[config.mk]
export PLATFORM = sky130hd
export DESIGN_NAME = ordered_byte_set_table
export DESIGN_NICKNAME = d
export VERILOG_FILES = /design/src/design/obst_pkg.sv /design/src/design/obst_ram.sv /design/src/design/ordered_byte_set_table.sv
export SDC_FILE = /design/constraint.sdc
export NUM_CORES = 1
export LEC_CHECK = 0
export BUFFER_PORTS_ARGS = -buffer_cell sky130_fd_sc_hd__buf_2
export CAP_MARGIN = 20
export CELL_PAD_IN_SITES_DETAIL_PLACEMENT = 1
export CELL_PAD_IN_SITES_GLOBAL_PLACEMENT = 2
export CORE_AREA = 2 2 119 150
export CTS_BUF_LIST = sky130_fd_sc_hd__clkbuf_4 sky130_fd_sc_hd__clkbuf_8 sky130_fd_sc_hd__clkbuf_16
export DETAILED_ROUTE_END_ITERATION = 10
export DIE_AREA = 0 0 121 152
export GPL_TIMING_DRIVEN = 0
export PLACE_DENSITY_LB_ADDON = 0.15
export SLEW_MARGIN = 0
export SYNTH_ARGS = -nofsm -noshare
export SYNTH_HDL_FRONTEND = slang
export SYNTH_SLANG_ARGS = --single-unit
[constraint.sdc]
create_clock -name clk_i -period 6.3 [get_ports clk_i]
set_input_delay 0.315 -clock clk_i [delete_from_list [all_inputs] [get_ports clk_i]]
set_output_delay 0.315 -clock clk_i [all_outputs]
set_load 0.05 [all_outputs]
[src/design/obst_pkg.sv]
// Shared types and codes for the ordered byte set table.
// Operation codes, status codes, field widths and the sequencer state type.
// No dependencies.
`timescale 1ns / 1ps
`default_nettype none

package obst_pkg;

  localparam int unsigned KIND_W   = 2;
  localparam int unsigned VALUE_W  = 8;
  localparam int unsigned STATUS_W = 2;
  localparam int unsigned COUNT_W  = 5;
  localparam int unsigned CAP_W    = 5;

  localparam logic [CAP_W-1:0] CAP_RESET = 5'd16;

  typedef enum logic [KIND_W-1:0] {
    KIND_INSERT = 2'd0,
    KIND_QUERY  = 2'd1,
    KIND_REMOVE = 2'd2,
    KIND_SPARE  = 2'd3
  } kind_e;

  typedef enum logic [STATUS_W-1:0] {
    STAT_OK      = 2'd0,
    STAT_DUP     = 2'd1,
    STAT_ABSENT  = 2'd2,
    STAT_FULL    = 2'd3
  } status_e;

  typedef enum logic [3:0] {
    ST_IDLE   = 4'b0001,
    ST_SCAN   = 4'b0010,
    ST_SHIFT  = 4'b0100,
    ST_RESULT = 4'b1000
  } state_e;

endpackage

`default_nettype wire

[src/design/obst_ram.sv]
// Entry store of the ordered byte set table: one write port, one read port,
// read data registered. No package dependencies.
`timescale 1ns / 1ps
`default_nettype none

module obst_ram #(
  parameter int unsigned DEPTH = 16,
  parameter int unsigned AW    = 4,
  parameter int unsigned DW    = 8
) (
  input  wire logic          clk_i,
  input  wire logic          we_i,
  input  wire logic [AW-1:0] waddr_i,
  input  wire logic [DW-1:0] wdata_i,
  input  wire logic [AW-1:0] raddr_i,
  output logic      [DW-1:0] rdata_o
);

  logic [DW-1:0] mem_q [DEPTH];
  logic [DW-1:0] rdata_q;

  always_ff @(posedge clk_i) begin
    if (we_i) begin
      mem_q[waddr_i] <= wdata_i;
    end
  end

  always_ff @(posedge clk_i) begin
    rdata_q <= mem_q[raddr_i];
  end

  assign rdata_o = rdata_q;

endmodule

`default_nettype wire

[src/design/ordered_byte_set_table.sv]
// Ordered byte set table: a set of distinct bytes kept in insertion order.
// Request channel in_*: valid/stall, fields kind and value. Result channel
// out_*: valid/stall, fields status, found and count, one result per request.
// Configuration: cfg_we_i writes cfg_wdata_i into the capacity register
// (reset 16); the user writes only while the block is idle (not enforced).
// One request at a time. A single compare unit walks the entry store one
// entry per cycle from the front until it hits or reaches the end; a remove
// then moves each later entry down one place, one entry per cycle, through
// the same store port. The result goes to the output register once the walk
// ends (at least one compare even on an empty table), or once the move ends
// for a remove that hits, and the output register is free. The sequencer
// returns to idle as the result is loaded into the output register.
// in_stall_o is low only while the sequencer is idle. The result sits in an
// output register; a stalled result holds, and the next request is accepted
// meanwhile, its result waiting until the register is taken.
// Reset clears the count, capacity goes to 16 and the output is empty; the
// entry store is not cleared, as only entries below the count are used.
// Depends on obst_pkg and obst_ram.
`timescale 1ns / 1ps
`default_nettype none

module ordered_byte_set_table #(
  parameter int unsigned DEPTH = 16
) (
  input  wire logic                           clk_i,
  input  wire logic                           rst_ni,
  input  wire logic                           cfg_we_i,
  input  wire logic [obst_pkg::CAP_W-1:0]     cfg_wdata_i,
  input  wire logic                           in_valid_i,
  output logic                                in_stall_o,
  input  wire logic [obst_pkg::KIND_W-1:0]    in_kind_i,
  input  wire logic [obst_pkg::VALUE_W-1:0]   in_value_i,
  output logic                                out_valid_o,
  input  wire logic                           out_stall_i,
  output logic      [obst_pkg::STATUS_W-1:0]  out_status_o,
  output logic                                out_found_o,
  output logic      [obst_pkg::COUNT_W-1:0]   out_count_o
);

  localparam int unsigned IW = (DEPTH > 1) ? $clog2(DEPTH) : 1;
  localparam int unsigned CW = $clog2(DEPTH + 1);
  localparam int unsigned LW = (CW > obst_pkg::CAP_W) ? CW : obst_pkg::CAP_W;

  obst_pkg::state_e                   state_q, state_d;
  logic [obst_pkg::CAP_W-1:0]         cap_q;
  logic [CW-1:0]                      used_q, used_d;
  logic [IW-1:0]                      ptr_q, ptr_d;
  obst_pkg::kind_e                    kind_q;
  logic [obst_pkg::VALUE_W-1:0]       value_q;
  obst_pkg::status_e                  stat_q, stat_d;
  logic                               hit_q, hit_d;

  logic                               out_valid_q;
  logic [obst_pkg::STATUS_W-1:0]      out_status_q;
  logic                               out_found_q;
  logic [obst_pkg::COUNT_W-1:0]       out_count_q;

  logic                               accept;
  logic                               load_out;
  logic [obst_pkg::VALUE_W-1:0]       rdata;
  logic                               cmp_hit;
  logic                               scan_last;
  logic                               is_full;
  logic [CW-1:0]                      next_pos;
  logic                               mem_we;
  logic [IW-1:0]                      mem_waddr;
  logic [obst_pkg::VALUE_W-1:0]       mem_wdata;
  logic [IW-1:0]                      mem_raddr;

  assign accept    = in_valid_i && (state_q == obst_pkg::ST_IDLE);
  assign load_out  = (state_q == obst_pkg::ST_RESULT) && (!out_valid_q || !out_stall_i);
  assign next_pos  = CW'(ptr_q) + CW'(1);
  assign cmp_hit   = (used_q != '0) && (rdata == value_q);
  assign scan_last = (used_q == '0) || (next_pos == used_q);
  assign is_full   = (LW'(used_q) >= LW'(cap_q)) || (used_q == CW'(DEPTH));

  always_comb begin
    state_d   = state_q;
    used_d    = used_q;
    ptr_d     = ptr_q;
    stat_d    = stat_q;
    hit_d     = hit_q;
    mem_we    = 1'b0;
    mem_waddr = ptr_q;
    mem_wdata = rdata;
    unique case (state_q)
      obst_pkg::ST_IDLE: begin
        if (accept) begin
          state_d = obst_pkg::ST_SCAN;
          ptr_d   = '0;
          stat_d  = obst_pkg::STAT_OK;
          hit_d   = 1'b0;
        end
      end
      obst_pkg::ST_SCAN: begin
        if (cmp_hit) begin
          hit_d = 1'b1;
          unique case (kind_q)
            obst_pkg::KIND_INSERT: begin
              stat_d  = obst_pkg::STAT_DUP;
              state_d = obst_pkg::ST_RESULT;
            end
            obst_pkg::KIND_REMOVE: state_d = obst_pkg::ST_SHIFT;
            default:               state_d = obst_pkg::ST_RESULT;
          endcase
        end else if (scan_last) begin
          state_d = obst_pkg::ST_RESULT;
          unique case (kind_q)
            obst_pkg::KIND_INSERT: begin
              if (is_full) begin
                stat_d = obst_pkg::STAT_FULL;
              end else begin
                mem_we    = 1'b1;
                mem_waddr = used_q[IW-1:0];
                mem_wdata = value_q;
                used_d    = used_q + CW'(1);
              end
            end
            obst_pkg::KIND_REMOVE: stat_d = obst_pkg::STAT_ABSENT;
            default:               stat_d = obst_pkg::STAT_OK;
          endcase
        end else begin
          ptr_d = ptr_q + IW'(1);
        end
      end
      obst_pkg::ST_SHIFT: begin
        // move the following entry down over this one until the end
        if (next_pos < used_q) begin
          mem_we = 1'b1;
          ptr_d  = ptr_q + IW'(1);
        end else begin
          used_d  = used_q - CW'(1);
          state_d = obst_pkg::ST_RESULT;
        end
      end
      obst_pkg::ST_RESULT: begin
        if (load_out) begin
          state_d = obst_pkg::ST_IDLE;
        end
      end
      default: state_d = obst_pkg::ST_IDLE;
    endcase
  end

  // fetch one ahead so the data for the next compare or move is ready in time
  assign mem_raddr = (state_d == obst_pkg::ST_SHIFT) ? (ptr_d + IW'(1)) : ptr_d;

  obst_ram #(
    .DEPTH (DEPTH),
    .AW    (IW),
    .DW    (obst_pkg::VALUE_W)
  ) u_ram (
    .clk_i   (clk_i),
    .we_i    (mem_we),
    .waddr_i (mem_waddr),
    .wdata_i (mem_wdata),
    .raddr_i (mem_raddr),
    .rdata_o (rdata)
  );

  always_ff @(posedge clk_i or negedge rst_ni) begin
    if (!rst_ni) begin
      state_q     <= obst_pkg::ST_IDLE;
      used_q      <= '0;
      cap_q       <= obst_pkg::CAP_RESET;
      out_valid_q <= 1'b0;
    end else begin
      state_q <= state_d;
      used_q  <= used_d;
      if (cfg_we_i) begin
        cap_q <= cfg_wdata_i;
      end
      if (load_out) begin
        out_valid_q <= 1'b1;
      end else if (!out_stall_i) begin
        out_valid_q <= 1'b0;
      end
    end
  end

  always_ff @(posedge clk_i) begin
    ptr_q  <= ptr_d;
    stat_q <= stat_d;
    hit_q  <= hit_d;
    if (accept) begin
      kind_q  <= obst_pkg::kind_e'(in_kind_i);
      value_q <= in_value_i;
    end
    if (load_out) begin
      out_status_q <= stat_q;
      out_found_q  <= hit_q;
      out_count_q  <= obst_pkg::COUNT_W'(used_q);
    end
  end

  assign in_stall_o   = (state_q != obst_pkg::ST_IDLE);
  assign out_valid_o  = out_valid_q;
  assign out_status_o = out_status_q;
  assign out_found_o  = out_found_q;
  assign out_count_o  = out_count_q;

  a_used_bounded: assert property (@(posedge clk_i) disable iff (!rst_ni)
    used_q <= CW'(DEPTH))
    else $error("entry count above depth");

  a_shift_in_range: assert property (@(posedge clk_i) disable iff (!rst_ni)
    (state_q == obst_pkg::ST_SHIFT) |-> (CW'(ptr_q) < used_q))
    else $error("shift pointer beyond held entries");

  a_dup_found: assert property (@(posedge clk_i) disable iff (!rst_ni)
    (out_valid_o && (out_status_o == obst_pkg::STAT_DUP)) |-> out_found_o)
    else $error("duplicate reported without a hit");

  a_absent_not_found: assert property (@(posedge clk_i) disable iff (!rst_ni)
    (out_valid_o && (out_status_o == obst_pkg::STAT_ABSENT)) |-> !out_found_o)
    else $error("not-present reported with a hit");

  a_result_waits: assert property (@(posedge clk_i) disable iff (!rst_ni)
    ((state_q == obst_pkg::ST_RESULT) && out_valid_o && out_stall_i)
      |=> (state_q == obst_pkg::ST_RESULT))
    else $error("result dropped while output stalled");

endmodule

`default_nettype wire

==> results.toml, run 1 <==
[run_status]
status = "finished, final reports clean"

[critical_path]
cp_slowest_stage_delay_ps = 480
endpoint_kind = "register"
required_ps = 6570
cp_max_fo = 10
worstSetupStartpointType = "register"
critical_path_class = "register to register"
path_buf_inv = 2
path_delay_family = "compound AO/OA/AOI/OAI gates"
critPathSlowestCell = "nor2_1"
cp_cell_sequence = "clkbuf_1, nand3_1, xnor2_1, ha_1, a21o_1, a21oi_1, a21oi_1, a211o_1, mux2_4, ha_1, mux2_2, nor2_1, buf_2, a22oi_1, nand3_1, o21ai_1"
critical_path_arrival_ps = 4800

[yosys]
syn_area_sq_um = 7500
ys_top_cells_by_area = "edfxtp_1 (60%), mux2i_1 (8.5%), dfrtp_1 (4.3%)"
synthArstFlopShare = 0.0852
synth_edf_count = 149
avgSynthCellArea_sq_um = 14.9
synth_commonest_cells = "edfxtp_1 (149), mux2i_1 (64), a22oi_1 (32)"
synth_top_cell_by_area = "edfxtp_1"
ys_seq_area_frac = 0.679
ys_types = 53
syn-num-nets = 539
synth_ff_type = "edfxtp_1"
ys_ff_latch = 176
syn_inst = 503
yosys.area.top_type_share = 0.597
post-synth-top-count-cell = "edfxtp_1"
ys_warn_count = 0

[global_routing]
antenna_found_initial = 0
grt_usage = 0.207
grt_pass1_vias = 4702
grt_pass1_wl_um = 27600
grt_max_degree = 17
overflow = 0

[pwr]
power_density_nw_per_um2 = 421
vdd_drop_max_mv = 0.194
combPwrFrac = 0.274
p_int_mw = 2.44
p_leak_nw = 3.38
power_switching_mw = 1.15
power.clock.fraction = 0.293
p_seq_frac = 0.433
switching_share = 0.320

[placement]
post-dp-hpwl_um = 12600
dp_slack_ps = 1770
dpl_cell_area_sq_um = 7920
io_buffers = 28
post-place-cells = 755
place_congestion = 0.777

[timing]
period_needed_ps = 4530
fin_crit_sh = 0.719
layout_setup_ws_ps = 1770
grt_setup_unrepaired = "no"
finalHoldViolCount = 0
max_freq_mhz = 221
worst_slew_pin_slew_ps = 1060
skew_ps = 12.0
holdWs_ps = 56.2
slew_headroom = 0.287
setup-violations-final = 0
drv_slew = 0
setup_tns_ps = 0

[clock_tree]
cts_tree = "built"
cts_buffer_depth = 2
clk_latency_ps = 430
cts.sinks = 176
cts_resized = 0
ctsHtreeMaxLevel = 4
cts_made_buffers = 17
holdBufCountCts = 1
cts_root_buffer = "clkbuf_16"
cts_setup_buffers = 0
clkSlewWorstSetupHoldPaths_ps = 70

[cells_and_area]
n_antenna_cell = 0
layout-drive-gt1-share = 0.167
nets = 587
fill_cells = 1697
stdcell_count = 788
syn2layout_area_growth_pct = 13.5
finalInstanceArea_sq_um = 8510

[floorplanning]
die_h_um = 152
coreArea_sq_um = 17100
ioPinCount = 30
initial_core_util = 0.439
die_w_um = 121
die-area_sq_um = 18400
core.rowCount = 54

[detailed_routing]
route.detailed.drc = 0
via_per_inst = 5.44
drt-total-wl_um = 17700
ant_nets = 0
wl_per_cell_um = 22.5
drt_iter0_drc = 298
vias = 4288
dr.pass1.iters = 5

[job]
maxCapViolCount = 0

[min_path]
hp-class = "input pin to register"
through the flow:
| stage | power (mW) | util |
|---|---|---|
| after detailed placement | 2.57 | 0.463 |
| after CTS | 3.62 | 0.498 |
| after global routing | 3.75 | 0.498 |
| final | 3.59 | 0.498 |
| after floorplan | 2.26 | - |
| after global placement | 2.53 | 0.463 |
layout by cell type (no fill, tap or decap), types with 2 or more instances in the layout:
| master | count |
|---|---|
| a211oi_1 | 3 |
| a21o_1 | 5 |
| a21oi_1 | 7 |
| a22o_1 | 2 |
| a22oi_1 | 32 |
| a31oi_1 | 8 |
| and2_1 | 3 |
| and3_1 | 4 |
| buf_2 | 35 |
| buf_4 | 4 |
| buf_6 | 2 |
| bufinv_16 | 2 |
| clkbuf_1 | 6 |
| clkbuf_16 | 17 |
| clkinv_2 | 2 |
| clkinvlp_4 | 4 |
| dfrtp_1 | 13 |
| dfstp_2 | 2 |
| dfxtp_1 | 12 |
| edfxtp_1 | 149 |
| ha_1 | 15 |
| inv_1 | 18 |
| inv_6 | 6 |
| mux2_2 | 10 |
| mux2i_1 | 64 |
| nand2_1 | 24 |
| nand3_1 | 12 |
| nor2_1 | 28 |
| nor2b_1 | 3 |
| nor3_1 | 4 |
| nor4_1 | 2 |
| o21ai_0 | 12 |
| o21ai_1 | 9 |
| o21ai_2 | 2 |
| o21bai_1 | 2 |
| xnor2_1 | 6 |
| xor2_1 | 12 |
state kept, by name, indices dropped and copies added, names as in the netlist, 4 cells and up:
signal and cells:
u_ram.mem_q 128, cap_q 5, out_count_o 5, used_q 5
value_q 8, ptr_q 4, u_ram.rdata_o 8, state_q 4
kinds of logic after synthesis:
family | Yosys count | share of synthesized area
adders and majority gates | 16 | 0.0277
muxes | 75 | 0.102
AOI/OAI and AO/OA | 90 | 0.0848
buffers and inverters | 37 | 0.0237
DFF | 176 | 0.679
and+or+nand+nor | 90 | 0.0576
xor gates and xnor gates | 19 | 0.0247
routing by layer:
layer / wire length [um] / GRT usage / up-vias
li1: - / - / 2015
met1: 6890 / 0.242 / 2188
met2: 9950 / 0.374 / 66
met3: 584 / 0.0368 / 19
met4: 319 / 0.0742 / 0
met5: 0 / 0 / -
layout make-up:
class,count,area (sq um),share of cell area
Buffer,19,110,0.0129
Clock buffer,18,433,0.0508
Clock inverter,14,153,0.0179
Inverter,18,67.6,0.00794
Multi-Input combinational cell,290,2230,0.262
Sequential cell,176,5090,0.598
Tap cell,224,280,0.0329
Timing Repair Buffer,29,150,0.0176
power groups by stage:
stage               clock network [mW]  registers (mW)  logic [mW]
floorplan                            0            1.57       0.695
global placement                     0            1.57       0.959
detailed placement                   0            1.58       0.989
CTS                               1.07            1.56       0.997
global route                      1.12            1.57        1.07
finish                            1.05            1.55       0.981
path summary, 6_finish.rpt:
path | from | slack (ps) | depth (start not counted) | endpoint
worst max-delay path | ptr_q[2] | 1770 | 16 | u_ram.rdata_o[5]
worst min-delay path | in_value_i[1] | 60 | 1 | value_q[1]
worst max register to register | ptr_q[2] | 1770 | 16 | u_ram.rdata_o[5]
worst min register to register | hit_q | 420 | 0 | out_found_o
max in group asynchronous | rst_ni | 5650 | 2 | cap_q[4]
min in group asynchronous | rst_ni | 340 | 2 | state_q[3]
worst register-to-register path, delay by kind of cell (launching register included):
kind | cells | cell delay, ps
mux | 2 | 630
compound gates | 6 | 1190
simple gates | 3 | 760
fa+ha+maj | 2 | 590
flops | 1 | 310
buf+inv | 2 | 630
xor+xnor | 1 | 270
Power figures use the tool's default switching activity.
==> run 2: changes to the inputs <==
ABC_AREA = 1   (was unset)
CORE_AREA = 2 2 139 175   (was 2 2 119 150)
DIE_AREA = 0 0 141 177   (was 0 0 121 152)
clock period = 4 ns   (was 6.3 ns; I/O delays follow)
==> results.toml, run 2 <==
[min_path]
hold_depth = 3
hp-class = "input pin to register"
min_from = "out_stall_i"

[yosys]
synth_ff_type = "edfxtp_1"
yosys.area.top_type_share = 0.526
ys_seq_area_frac = 0.598
synth_top_cell_by_area = "edfxtp_1"
ys_types = 43
synthArstFlopShare = 0.0852
syn_inst = 837
synth_edf_count = 149
avgSynthCellArea_sq_um = 10.2
ys_top_cells_by_area = "edfxtp_1 (53%), nand3_1 (8.5%), nand2_1 (7.1%)"
ys_warn_count = 0
post-synth-top-count-cell = "nand2_1"
syn-num-nets = 873
syn_area_sq_um = 8510
ys_ff_latch = 176
synth_commonest_cells = "nand2_1 (162), edfxtp_1 (149), inv_1 (146)"

[pwr]
p_leak_nw = 4.38
vdd_drop_max_mv = 0.317
p_total_mw = 6.44
power_density_nw_per_um2 = 621

[critical_path]
cp_max_fo = 10
critical_path_arrival_ps = 4050
crit_start = "ptr_q[1]"
critical_path_class = "register to register"
r2r-end = "u_ram.rdata_o[1]"
required_ps = 4360
endpoint_kind = "register"
worstSetupStartpointType = "register"
r2r_slack_ps = 320
timing.rr.start = "ptr_q[1]"
ff2ff_path_depth = 20
critPathCapture = "u_ram.rdata_o[1]"

[cells_and_area]
syn2layout_area_growth_pct = 21.9
final_util = 0.443
stdcell_count = 1227
largest_reg_flops = 128
layout_commonest_cell = "nand2_1"
nets = 958
n_antenna_cell = 0
final_cell_mix = "nand2_1 (161), edfxtp_1 (149), inv_1 (146), nand3_1 (145), buf_2 (39)"
finalInstanceArea_sq_um = 10400
largest-register = "u_ram.mem_q"
layout-drive-gt1-share = 0.202

[timing]
drv_slew = 0
slew_headroom = 0.363
skew_ps = 12.5
period_needed_ps = 3680
setup-violations-final = 0
finalHoldViolCount = 0
layout_setup_ws_ps = 316
fin_crit_sh = 0.921
setup_tns_ps = 0
holdWs_ps = 21.2
grt_setup_unrepaired = "yes"
worst_slew_pin_slew_ps = 951
max_freq_mhz = 271

[detailed_routing]
via_per_inst = 4.96
dr.pass1.iters = 5
route.detailed.drc = 0
drt-total-wl_um = 25000
vias = 6083
wl_per_cell_um = 20.3
drt_iter0_drc = 245
ant_nets = 0

[floorplanning]
coreArea_sq_um = 23400
core.rowCount = 63
die_h_um = 177
die-area_sq_um = 25000
ioPinCount = 30
initial_core_util = 0.364
die_w_um = 141

[clock_tree]
cts_made_buffers = 17
cts_root_buffer = "clkbuf_16"
cts_buffer_depth = 2
cts.sinks = 176
ctsHtreeMaxLevel = 4
clk_latency_ps = 440
clkSlewWorstSetupHoldPaths_ps = 70
cts_tree = "built"

[placement]
post-dp-hpwl_um = 18300
post-place-cells = 1161
dpl_cell_area_sq_um = 9090
place_congestion = 0.864
io_buffers = 28
dp_slack_ps = -40.9

[global_routing]
grt_max_degree = 17
grt_usage = 0.210
grt_pass1_wl_um = 37900
antenna_found_initial = 0
grt_pass1_vias = 6586
overflow = 0

[run_status]
status = "finished, final reports clean"

[job]
maxCapViolCount = 0
## run 2: cell count changes after synthesis, moves of 16 or more
cell,previous run,this run
nand3_1,12,145
nand3b_1,1,32
a22oi_1,32,0
inv_1,18,146
nand3_2,0,16
nand2_1,24,162
mux2i_1,64,0
## run 2: routing by layer
| layer | part of all wire | track usage |
|---|---|---|
| met2 | 0.55 | 0.400 |
| met4 | 0.043 | 0.0933 |
| met5 | 0 | 0 |
| met3 | 0.027 | 0.0354 |
| met1 | 0.38 | 0.226 |
## run 2: critical path, cell delays in order (launching register included)
cell	delay, ps
dfxtp_1	410
nand3_1	150
xor2_2	200
inv_1	70
ha_1	280
nand2_1	60
nor2_1	150
nand2_1	80
nand3_1	140
inv_1	80
nand2_2	140
nand3_1	150
nand2_1	170
inv_1	90
ha_1	350
o21ai_4	250
buf_4	230
nand3_1	140
nand3_1	130
nand3_1	160
nand2_1	160
## run 2: area by class of cell
cell class | instances | area [sq um]
fill | 2565 | 13000
sequential | 176 | 5090
multi-input combinational | 474 | 2790
timing repair buffer | 66 | 717
inverter | 156 | 588
clock buffer | 21 | 468
tap | 292 | 365
buffer | 31 | 244
clock inverter | 11 | 106
## run 2: how the worst min path moves through the flow
| stage | slack (ps) | endpoint |
|---|---|---|
| 2_1_floorplan | -100 | cap_q[0] |
| 3_3_place_gp | 130 | state_q[1] |
| 3_5_place_dp | 130 | state_q[1] |
| 4_1_cts | 10 | out_valid_o |
| 5_1_grt | 50 | out_valid_o |
| 6_report | 20 | out_valid_o |
## run 2: what timing repair did
action / in CTS / in global routing
gates resized for setup: 10 / 41
setup buffers: 0 / 18
pin swaps: 0 / 18
hold buffers: 16 / 0
setup endpoints to repair: 86 / 195
endpoints found under the hold margin: 30 / 0
## run 2: cells by family after synthesis
logic type	synth area share
and+or+nand+nor	0.237
muxes	0.00397
xor gates and xnor gates	0.0146
buffers and inverters	0.0957
adders and majority gates	0.0244
DFF	0.598
AOI/OAI and AO/OA	0.0265
## run 2: report_power, final
part / switching, mW / leakage (nW) / total (mW) / internal [mW]
registers: 0.121 / 1.64 / 2.49 / 2.37
logic: 1.61 / 2.47 / 2.32 / 0.714
clock network: 0.721 / 0.277 / 1.63 / 0.909
==> run 3: changes to the inputs <==
CORE_AREA = 2 2 141 177   (was 2 2 139 175)
DIE_AREA = 0 0 143 179   (was 0 0 141 177)
GPL_TIMING_DRIVEN = unset   (was 0)
SYNTH_HIERARCHICAL = 1   (was unset)
==> results.toml, run 3 <==
[yosys]
ys_ff_latch = 176
synth_commonest_cells = "nand2_1 (282), inv_1 (151), edfxtp_1 (149)"
syn-num-nets = 926
ys_types = 41
syn_inst = 890
synth_edf_count = 149
post-synth-top-count-cell = "nand2_1"
yosys.area.top_type_share = 0.528
ys_top_cells_by_area = "edfxtp_1 (53%), nand2_1 (12%), nand3_1 (6.8%)"
synthArstFlopShare = 0.0852
synth_top_cell_by_area = "edfxtp_1"
synth_ff_type = "edfxtp_1"
ys_seq_area_frac = 0.600
ys_warn_count = 6
avgSynthCellArea_sq_um = 9.53
syn_area_sq_um = 8480

[global_routing]
grt_pass1_wl_um = 37000
grt_pass1_vias = 6560
overflow = 0
antenna_found_initial = 0
grt_max_degree = 65
grt_usage = 0.199

[timing]
max_freq_mhz = 272
holdWs_ps = 17.3
setup-violations-final = 0
period_needed_ps = 3680
drv_slew = 0
worst_slew_pin_slew_ps = 922
slew_headroom = 0.383
fin_crit_sh = 0.919
grt_setup_unrepaired = "no"
setup_tns_ps = 0
finalHoldViolCount = 0
skew_ps = 11.4

[clock_tree]
cts_made_buffers = 17
cts_root_buffer = "clkbuf_16"
ctsHtreeMaxLevel = 4
clk_latency_ps = 440
clkSlewWorstSetupHoldPaths_ps = 70
cts_buffer_depth = 2
cts.sinks = 176
cts_tree = "built"

[cells_and_area]
n_antenna_cell = 0
finalInstanceArea_sq_um = 9890
largest-register = "u_ram/mem_q"
layout-drive-gt1-share = 0.140
syn2layout_area_growth_pct = 16.6
layout_commonest_cell = "nand2_1"
nets = 990
final_cell_mix = "nand2_1 (282), inv_1 (150), edfxtp_1 (149), nand3_1 (116), nor2_1 (32)"
stdcell_count = 1297
largest_reg_flops = 128

[critical_path]
timing.rr.start = "ptr_q[0]"
ff2ff_path_depth = 21
required_ps = 4380
critical_path_arrival_ps = 4060
r2r_slack_ps = 320
critical_path_class = "register to register"
worstSetupStartpointType = "register"
cp_max_fo = 32
r2r-end = "u_ram/rdata_o[0]"
endpoint_kind = "register"

[placement]
dpl_cell_area_sq_um = 9110
io_buffers = 29
post-place-cells = 1249
post-dp-hpwl_um = 16900
place_congestion = 0.832

[detailed_routing]
dr.pass1.iters = 4
vias = 6076
ant_nets = 0
drt_iter0_drc = 327
wl_per_cell_um = 18.4
via_per_inst = 4.68
drt-total-wl_um = 23900
route.detailed.drc = 0

[min_path]
whs_endpoint = "out_valid_o"
hold_depth = 3
min_from = "out_stall_i"
hp-class = "input pin to register"

[floorplanning]
die-area_sq_um = 25600
initial_core_util = 0.352
die_h_um = 179
die_w_um = 143
core.rowCount = 64
ioPinCount = 30
coreArea_sq_um = 24100

[job]
maxCapViolCount = 0

[pwr]
p_leak_nw = 4.37
power_density_nw_per_um2 = 655
vdd_drop_max_mv = 0.335
p_total_mw = 6.48

[run_status]
status = "finished, final reports clean"
run 3: cell types whose count changed after synthesis, moves of 5 or more:
cell	change
nand2_1	+120
nand3_1	-29
nand3b_1	-29
o21ai_0	-12
nand4_1	+11
nand3_2	-10
o21ai_2	+10
inv_1	+5
run 3: what timing repair did:
action,in CTS,in global routing
setup buffers,0,0
setup endpoints to repair,0,6
gates resized for setup,0,2
hold buffers,16,0
endpoints found under the hold margin,30,0
run 3: kinds of logic after synthesis:
group / count (synthesis) / synth area share
fa+ha+maj: 16 / 0.0245
simple gates: 464 / 0.239
buf+inv: 190 / 0.0956
xor+xnor: 11 / 0.0114
mux: 1 / 0.00133
compound gates: 32 / 0.0280
flops: 176 / 0.600
run 3: worst max-delay path by stage:
stage,slack (ps),startpoint,end,depth (start not counted)
final,320,ptr_q[0],u_ram/rdata_o[0],21
after detailed placement,320,ptr_q[0],u_ram/rdata_o[1],20
after floorplan,910,ptr_q[0],u_ram/rdata_o[0],22
after global routing,50,ptr_q[1],u_ram/rdata_o[4],21
after CTS,290,ptr_q[0],u_ram/rdata_o[5],20
after global placement,450,ptr_q[2],u_ram/rdata_o[2],19
run 3: power breakdown:
group | leakage (nW) | total [mW] | internal [mW] | switching (mW)
combinational | 2.43 | 2.20 | 0.601 | 1.60
sequential | 1.64 | 2.53 | 2.37 | 0.162
clock | 0.301 | 1.75 | 1.06 | 0.694
total | 4.37 | 6.48 | 4.03 | 2.45
run 3: final cells by class:
class / instances / area [sq um]
Timing Repair Buffer: 74 / 564
Multi-Input combinational cell: 524 / 2600
Tap cell: 330 / 413
Sequential cell: 176 / 5090
Fill cell: 2754 / 14200
Clock buffer: 20 / 448
Clock inverter: 12 / 166
Inverter: 161 / 609
run 3: layer usage:
layer	vias to the layer above	wire length [um]	global-route usage
li1	2991	-	-
met1	2986	9650	0.220
met2	62	13000	0.373
met3	37	552	0.0385
met4	0	703	0.0738
met5	-	0	0
run 3: stage by stage:
stage | util | setup slack, ps
global placement | 0.378 | 454
finish | 0.410 | 324
CTS | 0.410 | 289
global route | 0.410 | 47.9
detailed placement | 0.378 | 316
floorplan | - | 911
run 3: critical path, cell delays in order, from the launching register on:
cell	delay [ps]
dfxtp_1	370
ha_1	250
xnor2_1	240
inv_1	80
ha_1	290
nand2_1	70
inv_1	50
o21bai_2	190
nand3_1	190
a21oi_1	230
nand3_1	140
nand2_1	190
inv_1	90
ha_1	290
nand2_1	60
nand2_1	90
inv_2	80
buf_12	200
nand3_1	180
nand3_1	150
nand3_1	90
nand2_1	80
